[src/even_odd_scanline_fill_defines.svh]
// Assertion macros shared by the scanline fill modules.
`ifndef EVEN_ODD_SCANLINE_FILL_DEFINES_SVH
`define EVEN_ODD_SCANLINE_FILL_DEFINES_SVH

// Same-cycle implication, checked out of reset.
`define EOSF_ASSERT_NOW(lbl, ante, cons) \
  lbl: assert property (@(posedge clk) disable iff (!rst_n) (ante) |-> (cons)) \
    else $error("eosf assertion failed");

// Next-cycle implication, checked out of reset.
`define EOSF_ASSERT_NEXT(lbl, ante, cons) \
  lbl: assert property (@(posedge clk) disable iff (!rst_n) (ante) |=> (cons)) \
    else $error("eosf assertion failed");

`endif

[src/eosf_pkg.sv]
package eosf_pkg;

  localparam int ROWS            = 512;
  localparam int MAX_CROSSINGS   = 16;
  localparam int SLOPE_FRAC_BITS = 16;

  localparam int X_W    = 9;
  localparam int ROW_W  = $clog2(ROWS);
  localparam int IDX_W  = (MAX_CROSSINGS > 1) ? $clog2(MAX_CROSSINGS) : 1;
  localparam int CNT_W  = $clog2(MAX_CROSSINGS + 1);
  localparam int ST_AW  = ROW_W + IDX_W;
  localparam int ST_D   = ROWS * (1 << IDX_W);
  localparam int Q_W    = X_W + SLOPE_FRAC_BITS;
  localparam int SL_W   = Q_W + 1;
  localparam int ACC_W  = Q_W + 2;
  localparam int DC_W   = $clog2(Q_W);

  localparam logic [1:0] KIND_CLEAR = 2'd0;
  localparam logic [1:0] KIND_EDGE  = 2'd1;
  localparam logic [1:0] KIND_EMIT  = 2'd2;

  typedef struct packed {
    logic take;
    logic clr;
    logic div;
    logic walk;
    logic erd;
    logic ecap;
    logic sort;
    logic eout;
  } cmd_t;

  typedef struct packed {
    logic clr_last;
    logic div_last;
    logic walk_last;
    logic sort_done;
    logic out_free;
    logic out_last;
  } stat_t;

endpackage

[src/eosf_ctrl.sv]
`include "even_odd_scanline_fill_defines.svh"

module eosf_ctrl (
  input  logic          clk,
  input  logic          rst_n,
  input  logic          in_valid,
  input  logic [1:0]    in_kind,
  output logic          in_stall,
  input  eosf_pkg::stat_t st,
  output eosf_pkg::cmd_t  cmd
);
  import eosf_pkg::*;

  localparam logic [3:0] S_IDLE  = 4'd0;
  localparam logic [3:0] S_CLR   = 4'd1;
  localparam logic [3:0] S_DIV   = 4'd2;
  localparam logic [3:0] S_WALK  = 4'd3;
  localparam logic [3:0] S_DRAIN = 4'd4;
  localparam logic [3:0] S_ERD   = 4'd5;
  localparam logic [3:0] S_ECAP  = 4'd6;
  localparam logic [3:0] S_ESORT = 4'd7;
  localparam logic [3:0] S_EOUT  = 4'd8;

  logic [3:0] state_r, state_nxt;

  assign in_stall = (state_r != S_IDLE);

  always_comb begin
    state_nxt = state_r;
    cmd = '0;
    case (state_r)
      S_IDLE: begin
        if (in_valid) begin
          cmd.take = 1'b1;
          case (in_kind)
            KIND_CLEAR: state_nxt = S_CLR;
            KIND_EDGE:  state_nxt = S_DIV;
            KIND_EMIT:  state_nxt = S_ERD;
            default:    state_nxt = S_IDLE;
          endcase
        end
      end
      S_CLR: begin
        cmd.clr = 1'b1;
        if (st.clr_last) state_nxt = S_IDLE;
      end
      S_DIV: begin
        cmd.div = 1'b1;
        if (st.div_last) state_nxt = S_WALK;
      end
      S_WALK: begin
        cmd.walk = 1'b1;
        if (st.walk_last) state_nxt = S_DRAIN;
      end
      S_DRAIN: state_nxt = S_IDLE;
      S_ERD: begin
        cmd.erd = 1'b1;
        state_nxt = S_ECAP;
      end
      S_ECAP: begin
        cmd.ecap = 1'b1;
        state_nxt = S_ESORT;
      end
      S_ESORT: begin
        cmd.sort = 1'b1;
        if (st.sort_done) state_nxt = S_EOUT;
      end
      S_EOUT: begin
        cmd.eout = 1'b1;
        if (st.out_free && st.out_last) state_nxt = S_IDLE;
      end
      default: state_nxt = S_IDLE;
    endcase
  end

  always_ff @(posedge clk) begin
    if (!rst_n) begin
      state_r <= S_CLR;
    end else begin
      state_r <= state_nxt;
    end
  end

  `EOSF_ASSERT_NEXT(a_eout_done, state_r == S_EOUT && st.out_free && st.out_last, state_r == S_IDLE)
  `EOSF_ASSERT_NEXT(a_div_to_walk, state_r == S_DIV && st.div_last, state_r == S_WALK)
  `EOSF_ASSERT_NOW(a_take_idle, cmd.take, state_r == S_IDLE && in_valid)

endmodule

[config.mk]
export PLATFORM = sky130hd
export DESIGN_NAME = eosf_ctrl
export DESIGN_NICKNAME = d
export VERILOG_FILES = /design/src/eosf_pkg.sv /design/src/eosf_ctrl.sv
export VERILOG_INCLUDE_DIRS = /design/src /design/src/src
export SDC_FILE = /design/constraint.sdc
export NUM_CORES = 1
export LEC_CHECK = 0
export ABC_AREA = 0
export BUFFER_PORTS_ARGS = -buffer_cell sky130_fd_sc_hd__buf_2
export CAP_MARGIN = 25
export CORE_AREA = 5 5 42 44
export CTS_CLUSTER_SIZE = 14
export DETAILED_ROUTE_END_ITERATION = 8
export DIE_AREA = 0 0 47 49
export GPL_TIMING_DRIVEN = 0
export SETUP_SLACK_MARGIN = 0.4
export SLEW_MARGIN = 0
export SYNTH_ARGS = -nofsm -noshare
export SYNTH_HDL_FRONTEND = slang
export SYNTH_SLANG_ARGS = --single-unit
[constraint.sdc]
create_clock -name clk -period 2.68 [get_ports clk]
set_clock_uncertainty 0.2 [all_clocks]
set_input_delay 0.536 -clock clk [delete_from_list [all_inputs] [get_ports clk]]
set_output_delay 0.536 -clock clk [all_outputs]
set_load 0.02 [all_outputs]
==> flow_summary_export.csv <==
group,metric,value,unit
outcome,run_status,"complete, no violations",
synthesis,synth_xor_area_frac,0.0217,
routing,drc,0,
cts,clk_latency,230,ps
cts,ctsLongestPathBuffers,2,
routing,via_per_inst,4.93,
critical_path,startpoint_type,"flop",
synthesis,synth.ff_latch_count,4,
power_and_ir_drop,leakage,0.280,nW
routing,drt.antenna.violating_nets,0,
cells_and_area,antennaDiodeCount,0,
cells_and_area,fill_cells,160,
critical_path,path_max_fanout,10,
worst_hold_path,hold_path.class,"primary input to flop",
sta,hold_viol,0,
placed_design,dp.cells,85,
critical_path,critical_path.top_delay_family,"flip-flops",
placed_design,port_buffers,19,
critical_path,worst_setup_path_end_kind,"output port",
power_and_ir_drop,ir_worst_vdd,0.259,mV
sta,setup-tns-final,0,ps
floorplan,core_area,1400,um^2
critical_path,path_cells,"clkbuf_2, nor2_1, and3_1, buf_2",
synthesis,yosysUniqueCellTypes,25,
global_routing,grt_pass1_wl,1.55,mm
floorplan,ios,20,
cells_and_area,reg.largest.list,"state_r x4",
synthesis,yosys_warnings,0,
cts,h-tree-depth,1,
synthesis,seq_area_frac_synth,0.199,
synthesis,syn_inst,50,
global_routing,grt_overflow_total,0,
cts,clock_sinks,4,
global_routing,grt_max_degree,11,
synthesis,synthAdderAreaFrac,0,
cts,cts_buffers,3,
sta,setup_violations,0,
sta,rsz0062_at_grt,"false",
sta,fin_crit,2070,ps
routing,drt-pass1-iter-count,4,
routing,vias,434,
floorplan,dieArea,2300,um^2
synthesis,syn_area,403,um^2
global_routing,track_usage,0.0874,
placed_design,place.gp.congestion,0.756,
critical_path,path_buf_inv,2,
routing,drt-total-wl,1.05,mm
synthesis,syn_nets,61,
critical_path,slowest_stage,"dfxtp_1",
global_routing,grt_pass1_vias,367,
routing,drt_iter0_markers,7,
placed_design,dpl-instance-area,518,um^2
synthesis,synth_compound_area_frac,0.230,
sta,maxSlewViolCount,0,
routing,avgRoutedWirePerCell,12.0,um
power_and_ir_drop,power_density,543,nW/um^2
cells_and_area,syn_to_final_growth,34.8,%
critical_path,worstSetupPathType,"flop to output port",
power_and_ir_drop,p_total,295,uW
run,cap_violations,0,
sta,fmax,484,MHz
cts,tritoncts,"yes",
floorplan,die_height,49,um
critical_path,critical_path_arrival,1330,ps
sta,relSlewSlack,0.720,
floorplan,start_util,0.287,
cts,cts_root_buffer,"clkbuf_4",
synthesis,synth_top_family_by_area,"simple AND/OR/NAND/NOR gates",
synthesis,synth-simple-area-share,0.391,
sta,post-route-period-util,0.771,
floorplan,die_x,47,um
cells_and_area,fin_nets,85,
critical_path,crit_required,1940,ps
cells_and_area,largest_register_ffs,4,
global_routing,antenna_found_initial,0,
cts,post-cts-setup-buffer-count,0,
placed_design,hpwl,825,um
cells_and_area,fin_area,543,um^2
synthesis,syn_avg_cell_area,8.06,um^2
cells_and_area,final_cell_count_no_fill,88,
sta,worstMarginPinSlew,419,ps
cells_and_area,top_register,"state_r",
floorplan,rows,14,
cells_and_area,drive_gt1_frac,0.417,
cts,clk_pin_slew,40,ps
synthesis,synthMuxAreaShare,0.0745,
critical_path,cpPeakStageDelay,430,ps
## logic make-up (layout without fill, tap and decap cells)
group,Yosys count,count (layout)
flops,4,4
buf+inv,5,27
simple gates,27,27
xor+xnor,1,1
mux,3,3
compound gates,10,10
## tightest hold or removal path: stages
cell and delay (ps):
buf_2 120, nand2_1 50, mux2i_1 60
## worst paths after layout
check,slack (ps),start,to,cells past startpoint
hold / removal,390,rst_n,state_r[2]$_SDFFE_PN0P_,3
setup reg to reg,920,state_r[0]$_SDFFE_PN1P_,state_r[0]$_SDFFE_PN1P_,5
setup / recovery,610,state_r[1]$_SDFFE_PN0P_,cmd[7],4
hold reg to reg,470,state_r[0]$_SDFFE_PN1P_,state_r[0]$_SDFFE_PN1P_,2
## power breakdown
part | internal (mW) | switching, mW | leakage, nW
Sequential | 0.0667 | 0.00642 | 0.0327
Clock | 0.0499 | 0.0221 | 0.0138
Combinational | 0.0662 | 0.0834 | 0.234
Total | 0.183 | 0.112 | 0.280
## per-layer routing
layer,wire length [um],global-route usage,vias up
li1,-,-,226
met2,541,0.131,9
met5,0,0,-
met4,0,0.0415,0
met3,44,0,0
met1,466,0.126,199
## cell usage after synthesis
master    number  area (um^2)
o311ai_2       1         16.3
o21ai_0        1         5.00
clkbuf_1       2         7.51
a221oi_2       1         15.0
o21bai_1       1         7.51
nand3b_1       1         7.51
nand2_1        7         26.3
nor2_1         6         22.5
buf_6          2         22.5
and2_1         1         6.26
xnor2_1        1         8.76
inv_1          1         3.75
a211o_1        2         17.5
a21oi_1        1         5.00
nor3b_1        1         7.51
o2111a_1       1         11.3
nor4b_2        1         15.0
dfxtp_1        4         80.1
mux2i_1        3         30.0
and3_1         3         18.8
nor2b_1        2         12.5
and3b_1        2         17.5
a22oi_1        2         15.0
or4b_4         1         13.8
nor3_1         2         10.0
## timing repair
action	in CTS	in global routing
hold buffers	0	0
resized for setup	0	4
endpoints found under the setup margin	0	3
## cell type report
cell class | count | area, um^2 | area share
flip-flops and latches | 4 | 80.1 | 0.147
repair buffers | 19 | 95.1 | 0.175
plain buffers | 4 | 32.5 | 0.0599
multi-input cells | 41 | 289 | 0.532
inverters | 1 | 3.75 | 0.00691
well taps | 16 | 20.0 | 0.0369
clock buffers | 3 | 22.5 | 0.0415
## stage by stage
step | hold slack [ps] | setup WS [ps] | util
2_1_floorplan | 393 | 714 | -
3_3_place_gp | 466 | 715 | 0.370
3_5_place_dp | 470 | 724 | 0.370
4_1_cts | 380 | 464 | 0.386
5_1_grt | 403 | 479 | 0.388
6_report | 389 | 614 | 0.388
## cells in the final DEF, fill, tap and decap left out, drive strengths merged, types with 2 or more instances in the layout
cell type | Yosys | routed
buf | 2 | 21
nand2 | 7 | 7
nor2 | 6 | 6
clkbuf | 2 | 5
dfxtp | 4 | 4
and3 | 3 | 3
mux2i | 3 | 3
nor2b | 2 | 2
and3b | 2 | 2
nor3 | 2 | 2
a22oi | 2 | 2
a211o | 2 | 2
Power figures use the tool's default switching activity.
